[config.mk]
export PLATFORM = sky130hd
export DESIGN_NAME = brma_ctrl
export DESIGN_NICKNAME = d
export VERILOG_FILES = /design/src/hw/rtl/brma_pkg.sv /design/src/hw/rtl/brma_ctrl.sv
export SDC_FILE = /design/constraint.sdc
export NUM_CORES = 1
export LEC_CHECK = 0
export ABC_AREA = 1
export BUFFER_PORTS_ARGS = -buffer_cell sky130_fd_sc_hd__buf_4
export CORE_AREA = 2 2 39 41
export DETAILED_ROUTE_END_ITERATION = 8
export DIE_AREA = 0 0 41 43
export MAX_ROUTING_LAYER = met4
export RECOVER_POWER = 25
export SYNTH_ARGS = -nofsm -noshare
export SYNTH_HDL_FRONTEND = slang
export SYNTH_SLANG_ARGS = --single-unit
[constraint.sdc]
create_clock -name clock -period 1.3 [get_ports clock]
set_input_delay 0.065 -clock clock [delete_from_list [all_inputs] [get_ports clock]]
set_output_delay 0.065 -clock clock [all_outputs]
set_load 0.01 [all_outputs]
[src/hw/rtl/brma_pkg.sv]
// ----------------------------------------------------------------------------
// Byte ring buffer package
// Item types, operation and result codes, and the control and status structs
// that pass between the controller and the datapath.
// ----------------------------------------------------------------------------
package brma_pkg;

   // Fixed field widths of the channels.
   localparam int OP_W    = 2;
   localparam int BYTE_W  = 8;
   localparam int LEN_W   = 13;
   localparam int RCNT_W  = 7;
   localparam int KIND_W  = 2;
   localparam int CSR_IDX_W  = 2;
   localparam int CSR_DATA_W = 13;

   // Operation codes of an input item.
   localparam logic [OP_W-1:0] OP_WRITE = 2'd0;
   localparam logic [OP_W-1:0] OP_READ  = 2'd1;
   localparam logic [OP_W-1:0] OP_CLEAR = 2'd2;

   // Result kinds.
   localparam logic [KIND_W-1:0] KIND_WRITE_DONE = 2'd0;
   localparam logic [KIND_W-1:0] KIND_READ_BYTE  = 2'd1;
   localparam logic [KIND_W-1:0] KIND_READ_EMPTY = 2'd2;

   // Configuration register indexes.
   localparam logic [CSR_IDX_W-1:0] CSR_BUFFER_SIZE = 2'd0;
   localparam logic [CSR_IDX_W-1:0] CSR_DRAIN_MODE  = 2'd1;

   typedef struct packed {
      logic [OP_W-1:0]   op;
      logic [BYTE_W-1:0] data_in;
      logic              first_byte;
      logic [LEN_W-1:0]  message_length;
      logic [RCNT_W-1:0] max_bytes;
   } req_type;

   typedef struct packed {
      logic [KIND_W-1:0] kind;
      logic [BYTE_W-1:0] data_out;
      logic [LEN_W-1:0]  accepted_count;
      logic              last;
      logic [RCNT_W-1:0] removed_count;
   } rsp_type;

   // Commands from the controller to the datapath.
   typedef struct packed {
      logic take;   // accept the input item and act on it
      logic fetch;  // read the next byte of a read request from the store
      logic send;   // move the fetched byte into the output register
   } ctrl_cmd_type;

   // Status from the datapath to the controller.
   typedef struct packed {
      logic out_free;  // output register can be loaded this cycle
      logic read_go;   // pending item is a read that removes at least one byte
      logic rd_more;   // further bytes of the current read remain to fetch
   } dp_status_type;

endpackage

[src/hw/rtl/brma_ctrl.sv]
// ----------------------------------------------------------------------------
// Byte ring buffer controller
// Sequences item acceptance and the byte-by-byte streaming of read requests.
// ----------------------------------------------------------------------------
module brma_ctrl
   import brma_pkg::*;
(
   input  logic          clock,
   input  logic          reset,
   input  logic          req_valid,
   output logic          req_ready,
   input  dp_status_type status,
   output ctrl_cmd_type  cmd
);

   localparam logic [1:0] ST_IDLE  = 2'd0;
   localparam logic [1:0] ST_FETCH = 2'd1;
   localparam logic [1:0] ST_SEND  = 2'd2;

   logic [1:0] state_ff;
   logic [1:0] state_in;

   // Next state and commands.
   always_comb begin
      state_in  = state_ff;
      cmd       = '0;
      req_ready = 1'b0;
      case (state_ff)
         ST_IDLE: begin
            req_ready = status.out_free;
            if (req_valid && status.out_free) begin
               cmd.take = 1'b1;
               if (status.read_go) begin
                  state_in = ST_FETCH;
               end
            end
         end
         ST_FETCH: begin
            cmd.fetch = 1'b1;
            state_in  = ST_SEND;
         end
         ST_SEND: begin
            if (status.out_free) begin
               cmd.send = 1'b1;
               if (status.rd_more) begin
                  cmd.fetch = 1'b1;
               end else begin
                  state_in = ST_IDLE;
               end
            end
         end
         default: begin
            state_in = ST_IDLE;
         end
      endcase
   end

   // State register.
   always_ff @(posedge clock) begin
      if (reset) begin
         state_ff <= ST_IDLE;
      end else begin
         state_ff <= state_in;
      end
   end

endmodule

==> results of run 1 <==
[placed cells by master, fill, tap and decap left out]
master	Yosys	routed
inv_2	0	1
ha_4	0	1
a21oi_2	1	1
a21boi_2	0	1
buf_4	0	9
inv_1	8	6
nor2_1	2	2
clkbuf_4	0	3
nand3_1	2	2
inv_4	0	1
nand2_2	2	2
nand2_1	9	9
a21oi_1	1	1
dfxtp_2	0	2
ha_1	3	2
[tightest hold or removal path, delay by kind of cell]
kind,cells,cell delay [ps]
simple gates,2,90
buf+inv,2,120
[report_power, final]
part	leakage, nW	switching (mW)	internal, mW
Clock	0.0138	0.0325	0.102
Combinational	0.146	0.219	0.192
Sequential	0.0172	0.0383	0.101
[per-stage QoR]
step / instances / power (mW) / utilization / TNS, ps / worst slack (ps)
after floorplan: 31 / 0.3882 / - / 0 / 252.8
after global placement: 56 / 0.4971 / 0.2025 / 0 / 234.5
after detailed placement: 56 / 0.4986 / 0.2025 / 0 / 243.8
after CTS: 59 / 0.6485 / 0.2206 / 0 / 31.73
after global routing: 59 / 0.7605 / 0.2342 / -3.235 / -3.235
final: 59 / 0.6839 / 0.2342 / 0 / 68.65
[worst min path at each step]
stage / startpoint / slack, ps / end
2_1_floorplan: status[2] / 220 / cmd[2]
3_3_place_gp: reset / 320 / state_ff[1]
3_5_place_dp: reset / 320 / state_ff[1]
4_1_cts: reset / 90 / state_ff[1]
5_1_grt: reset / 100 / state_ff[1]
6_report: reset / 90 / state_ff[1]
[per-layer routing]
| layer | vias up | part of all wire | track usage |
|---|---|---|---|
| li1 | 115 | - | - |
| met1 | 91 | 0.31 | 0.03514 |
| met2 | 6 | 0.57 | 0.07813 |
| met3 | 0 | 0.12 | 0.04712 |
| met4 | 0 | 0 | 0.06000 |
| met5 | - | 0 | - |
[cells by family (layout without fill, tap and decap cells)]
kind of cell	Yosys count	after routing	share of synthesized area
AOI/OAI and AO/OA	3	3	0.1104
DFF	2	2	0.2078
buffers and inverters	8	20	0.1559
and+or+nand+nor	15	15	0.3312
adders and majority gates	3	3	0.1948
[final cells by class]
class | count | area (µm²) | share of cell area
repair buffers | 9 | 67.56 | 0.2085
multi-input cells | 21 | 138.9 | 0.4286
well taps | 16 | 20.02 | 0.06178
inverters | 8 | 32.53 | 0.1004
flip-flops and latches | 2 | 42.54 | 0.1313
clock buffers | 3 | 22.52 | 0.06950
[what timing repair did]
item | CTS | global route
resized for setup | 2 | 6
setup endpoints to repair | 1 | 1
pin swaps | 0 | 2
==> reports/results.txt, run 1 <==
outcome = completed
Hold Buf Count CTS = 0
number of synthesized flops with an enable pin = 0
Initial Util = 0.1392
top_reg_cell synth = dfxtp_1
first-pass GRT wire length = 565 µm
CTS buffer count = 3
Critical Path Stages = 4
MaxCap Viol Count = 0
Syn Nets = 40
Die Height = 43 µm
Total GRT Usage = 0.05544
Worst Path Max Fanout = 3
Bufs and invs on worst path = 2
Worst Hold Class = input pin to flip-flop
worst setup path endpoint = cmd[1]
Setup CP Type = flip-flop to output pin
Setup crit start kind = flip-flop
Final setup viols = 0
Boundary Pins = 10
synth warn = 0
H-tree levels = 1
CP arrival = 1170 ps
Setup Buffers After CTS = 0
Max Transition Viols Final = 0
Slew headroom = 0.9142
#FFs+latches synth = 2
CP max stage cell = dfxtp_2
Cells after Synth = 31
GPL Wtd Cong = 0.6323
Final nets = 54
commonest cells in the netlist = 9 x nand2_1, 8 x inv_1, 3 x ha_1
ys async rst share = 0
GRT Residual Overflow = 0
FILL cells = 162
layout cells sized above 1 = 0.4884
crit path launch = state_ff[1]
DR vias/cell = 3.593
fin area = 324.1 µm²
max incr delay on CP = 360 ps
Sink Count = 2
Synth cell types = 10
DP HPWL = 312.3 µm
Setup Skew = 0.3524 ps
total power per unit cell area = 2111 mW/mm²
drt initial violations = 3
Port Buffer Count = 9
Top delay family on crit path = flip-flops
fin crit share = 0.9472
drt pass-1 iters = 2
Clock Tree Root = clkbuf_4
area leader, netlist = dfxtp_1
reg2reg start = state_ff[1]
WP data required = 1240 ps
Post-route DRC = 0
Final min period = 1231 ps
Seq/Total Area, Yosys = 0.2078
vias in the first global route = 179
worst hold slack = 90.57 ps
Synth area leaders = dfxtp_1 21%, ha_1 19%, nand2_1 18%, inv_1 16%, nand2_2 6.5%
flop-to-flop setup slack = 310 ps
WHS Path Cells = 4
CORE AREA = 0.001384 mm²
final hold violations = 0
Die W = 41 µm
die area = 0.001763 mm²
Area Overhead vs Synth = 68.18%
FMAX = 0.8121 GHz
largest net degree at the start of global routing = 6
Max IR drop VDD = 542.2 µV
clk buf depth = 2
Mapped Area = 192.7 µm²
antenna violations before repair = 0
antenna diode count = 0
Top reg by flops = state_ff
final WL = 386 µm
Area after DPL = 280.3 µm²
CTS tree = built
max reg flops = 2
Avg WL per Cell = 6.542 µm
row count = 14
remaining antenna violation count = 0
R2R cell count = 6
crit-path cells = inv_2, ha_1, a21boi_2, buf_4
vias = 212
Top Registers = state_ff (2)
worst-margin pin slew = 128.7 ps
clock slew at the register clock pins of the worst setup and hold paths = 30 ps
Skew-Pair Late Insertion Delay = 220 ps
RR Endpoint = state_ff[1]
critical path endpoint category = output pin
Pleak = 0.1769 nW
Avg Inst Size Synth = 6.216 µm²
Yosys top cell area share = 0.2078
count leader, synth = nand2_1
No activity file was read; power rests on OpenSTA's default activity.
==> run 2, diff against run 1 <==
--- a/config.mk
+++ b/config.mk
@@ -10,6 +10,7 @@
 export CORE_AREA = 2 2 39 41
 export DETAILED_ROUTE_END_ITERATION = 8
 export DIE_AREA = 0 0 41 43
+export GPL_TIMING_DRIVEN = 0
 export MAX_ROUTING_LAYER = met4
 export RECOVER_POWER = 25
 export SYNTH_ARGS = -nofsm -noshare
==> reports/results.txt, run 2 (synthesized netlist as in run 1, its figures left out) <==
outcome = completed
drt pass-1 iters = 2
CP max stage cell = dfxtp_4
Area after DPL = 280.3 µm²
Setup Skew = 1.672 ps
MaxCap Viol Count = 0
clock slew at the register clock pins of the worst setup and hold paths = 30 ps
FILL cells = 166
max incr delay on CP = 350 ps
commonest cells after routing, fill and taps aside = 10 x buf_4, 9 x nand2_1, 7 x inv_1, 3 x clkbuf_4
vias in the first global route = 187
Worst Hold Class = input pin to flip-flop
Setup crit start kind = flip-flop
setup TNS = 0 ps
layout cells sized above 1 = 0.4545
largest net degree at the start of global routing = 6
Sink Count = 2
Max IR drop VDD = 661.8 µV
CORE AREA = 0.001384 mm²
Area Overhead vs Synth = 71.43%
Final nets = 55
commonest non-fill, non-tap cell in the layout = buf_4
critical path endpoint category = output pin
RSZ-0062 raised after global routing = no
CP arrival = 1170 ps
die area = 0.001763 mm²
Top Registers = state_ff (2)
max reg flops = 2
CTS buffer count = 3
CTS tree = built
Worst Setup Slack, final = 66.23 ps
DP HPWL = 320.9 µm
Port Buffer Count = 9
drt initial violations = 4
Setup CP Type = flip-flop to output pin
final hold violations = 0
vias = 213
fin area = 330.3 µm²
first-pass GRT wire length = 655 µm
Initial Util = 0.1392
row count = 14
Final setup viols = 0
Max Transition Viols Final = 0
Total GRT Usage = 0.05846
post-layout util = 0.2387
final WL = 440 µm
Die Height = 43 µm
WP data required = 1240 ps
Slew headroom = 0.9147
clk buf depth = 2
Final min period = 1234 ps
worst-margin pin slew = 128.0 ps
antenna diode count = 0
Avg WL per Cell = 7.333 µm
Pleak = 0.1826 nW
Clock Tree Root = clkbuf_4
Worst Path Max Fanout = 3
FMAX = 0.8105 GHz
antenna violations before repair = 0
Boundary Pins = 10
DR vias/cell = 3.550
fin crit share = 0.9491
Die W = 41 µm
remaining antenna violation count = 0
H-tree levels = 1
total power per unit cell area = 2118 mW/mm²
GRT Residual Overflow = 0
GPL Wtd Cong = 0.6099
crit-path cells = inv_1, ha_1, a21boi_2, buf_4
DP Worst Slack = 226.4 ps
Skew-Pair Late Insertion Delay = 220 ps
Top reg by flops = state_ff
Post-route DRC = 0
run 2: final timing paths:
| path | to | slack [ps] | depth (start not counted) | startpoint |
|---|---|---|---|---|
| min | state_ff[1] | 100 | 4 | reset |
| min reg2reg | state_ff[0] | 500 | 2 | state_ff[0] |
| max | cmd[1] | 70 | 4 | state_ff[1] |
| max reg2reg | state_ff[1] | 270 | 7 | state_ff[0] |
run 2: power breakdown:
part / switching (mW) / internal, mW
Combinational: 0.221 / 0.201
Clock: 0.0309 / 0.102
Sequential: 0.0375 / 0.107
Total: 0.290 / 0.410
run 2: per-stage QoR:
step | power (mW) | hold slack (ps) | std cells
floorplan | 0.3882 | 220.0 | 31
global placement | 0.4970 | 325.0 | 56
detailed placement | 0.5025 | 331.6 | 56
CTS | 0.6518 | 99.39 | 59
global route | 0.7798 | 125.6 | 60
finish | 0.6996 | 100.1 | 60
run 2: critical path: cells and delay by family (launching register included):
family | cells | cell delay [ps]
adders and majority gates | 1 | 250
AOI/OAI and AO/OA | 1 | 150
DFF | 1 | 350
buffers and inverters | 2 | 200
run 2: repair_timing:
action | CTS | global route
hold buffers | 0 | 0
setup buffers | 0 | 1
pin swaps | 0 | 1
endpoints found under the setup margin | 1 | 1
gates resized for setup | 2 | 6
run 2: cell type report:
class                           instances  area, µm²  area share
Inverter                                8      32.53     0.09848
Sequential cell                         2      45.04      0.1364
Timing Repair Buffer                   10      75.07      0.2273
Clock buffer                            3      22.52     0.06818
Multi-Input combinational cell         21      135.1      0.4091
Tap cell                               16      20.02     0.06061
run 2: per-layer routing:
| layer | GRT usage | vias to the layer above | wire length, µm |
|---|---|---|---|
| met5 | - | - | 0 |
| met4 | 0.02000 | 0 | 0 |
| met3 | 0.04712 | 0 | 42 |
| met2 | 0.08125 | 6 | 211 |
| met1 | 0.06051 | 88 | 187 |
| li1 | - | 119 | - |
==> run 3, diff against run 2 <==
--- a/config.mk
+++ b/config.mk
@@ -11,7 +11,7 @@
 export DETAILED_ROUTE_END_ITERATION = 8
 export DIE_AREA = 0 0 41 43
 export GPL_TIMING_DRIVEN = 0
-export MAX_ROUTING_LAYER = met4
+export HOLD_SLACK_MARGIN = 0.08
 export RECOVER_POWER = 25
 export SYNTH_ARGS = -nofsm -noshare
 export SYNTH_HDL_FRONTEND = slang
==> constraint.sdc (replaced) <==
create_clock -name clock -period 1.45 [get_ports clock]
set_input_delay 0.0725 -clock clock [delete_from_list [all_inputs] [get_ports clock]]
set_output_delay 0.0725 -clock clock [all_outputs]
set_load 0.01 [all_outputs]
==> reports/results.txt, run 3 (synthesized netlist as in run 1, its figures left out) <==
antenna diode count = 0
vias = 208
CORE AREA = 0.001384 mm²
WP data required = 1380 ps
critical path endpoint category = output pin
FMAX = 0.7815 GHz
FILL cells = 167
GRT Residual Overflow = 0
Pleak = 0.1752 nW
final hold violations = 0
flop-to-flop setup slack = 450 ps
Sink Count = 2
drt pass-1 iters = 2
vias in the first global route = 186
first-pass GRT wire length = 641 µm
die area = 0.001763 mm²
drt initial violations = 3
Boundary Pins = 10
max reg flops = 2
total power per unit cell area = 1850 mW/mm²
CP arrival = 1210 ps
clock slew at the register clock pins of the worst setup and hold paths = 30 ps
setup TNS = 0 ps
RSZ-0062 raised after global routing = no
Final setup viols = 0
Skew-Pair Late Insertion Delay = 220 ps
Avg WL per Cell = 6.712 µm
layout cells sized above 1 = 0.3256
Post-route DRC = 0
DR vias/cell = 3.525
Worst Setup Slack, final = 170.3 ps
Final min period = 1280 ps
Slew headroom = 0.9157
worst-margin pin slew = 126.5 ps
largest net degree at the start of global routing = 6
Clock Tree Root = clkbuf_4
MaxCap Viol Count = 0
CTS buffer count = 3
Top reg by flops = state_ff
Max IR drop VDD = 498.4 µV
GPL Wtd Cong = 0.6058
Setup CP Type = flip-flop to output pin
outcome = completed
Worst Hold Class = input pin to flip-flop
Initial Util = 0.1392
fin crit share = 0.8825
row count = 14
Setup Skew = 1.214 ps
Top Registers = state_ff (2)
Port Buffer Count = 9
Max Transition Viols Final = 0
Setup crit start kind = flip-flop
Hold Buf Count CTS = 0
Die W = 41 µm
Die Height = 43 µm
Final nets = 54
Total GRT Usage = 0.05606
Setup Buffers After CTS = 0
Area Overhead vs Synth = 55.19%
remaining antenna violation count = 0
clk buf depth = 2
H-tree levels = 1
final WL = 396 µm
CTS tree = built
antenna violations before repair = 0
Post-CTS Resized = 0
commonest cells after routing, fill and taps aside = 9 x nand2_1, 9 x buf_4, 8 x inv_1, 3 x ha_1, 3 x clkbuf_4
DP HPWL = 320.9 µm
Worst Path Max Fanout = 3
DP Worst Slack = 368.9 ps
run 3: cell count changes in the layout (fill, tap and decap cells not counted), sizes merged:
cell  change
buf       -1
run 3: layer usage:
| metal | part of all wire | track usage | up-vias |
|---|---|---|---|
| li1 | - | - | 116 |
| met1 | 0.46 | 0.05732 | 86 |
| met2 | 0.43 | 0.08125 | 6 |
| met3 | 0.11 | 0.04712 | 0 |
| met4 | 0 | 0.02000 | 0 |
| met5 | 0 | 0 | - |
run 3: critical path, cell delays in order (launching register included):
cell and delay (ps):
dfxtp_1 300, inv_1 90, ha_1 180, nand2_1 60, inv_1 60, nand2_1 50, a21boi_1 110, buf_4 130
run 3: worst paths after layout:
kind,start,to,cells after the start
worst max-delay path,state_ff[0],cmd[1],7
worst min-delay path,reset,state_ff[1],4
worst max register to register,state_ff[1],state_ff[1],6
worst min register to register,state_ff[0],state_ff[0],2
run 3: power breakdown:
part	switching, mW	total (mW)	internal, mW
combinational	0.182	0.332	0.150
clock	0.0281	0.119	0.0911
sequential	0.0176	0.102	0.0839
total	0.228	0.553	0.325
run 3: cell type report:
type                       count  area [µm²]  area share
clock buffer                   3       22.52     0.07531
tap                           16       20.02     0.06695
sequential                     2       40.04      0.1339
inverter                       8       30.03      0.1004
multi-input combinational     21       118.9      0.3975
timing repair buffer           9       67.56      0.2259
run 3: stage by stage:
stage	utilization	instance area [µm²]	hold slack, ps	cells	power (mW)
2_1_floorplan	-	192.7	228.0	31	0.3480
3_3_place_gp	0.2025	280.3	332.5	56	0.4456
3_5_place_dp	0.2025	280.3	339.1	56	0.4505
4_1_cts	0.2188	302.8	106.9	59	0.5785
5_1_grt	0.2161	299.0	141.3	59	0.6250
6_report	0.2161	299.0	110.5	59	0.5531
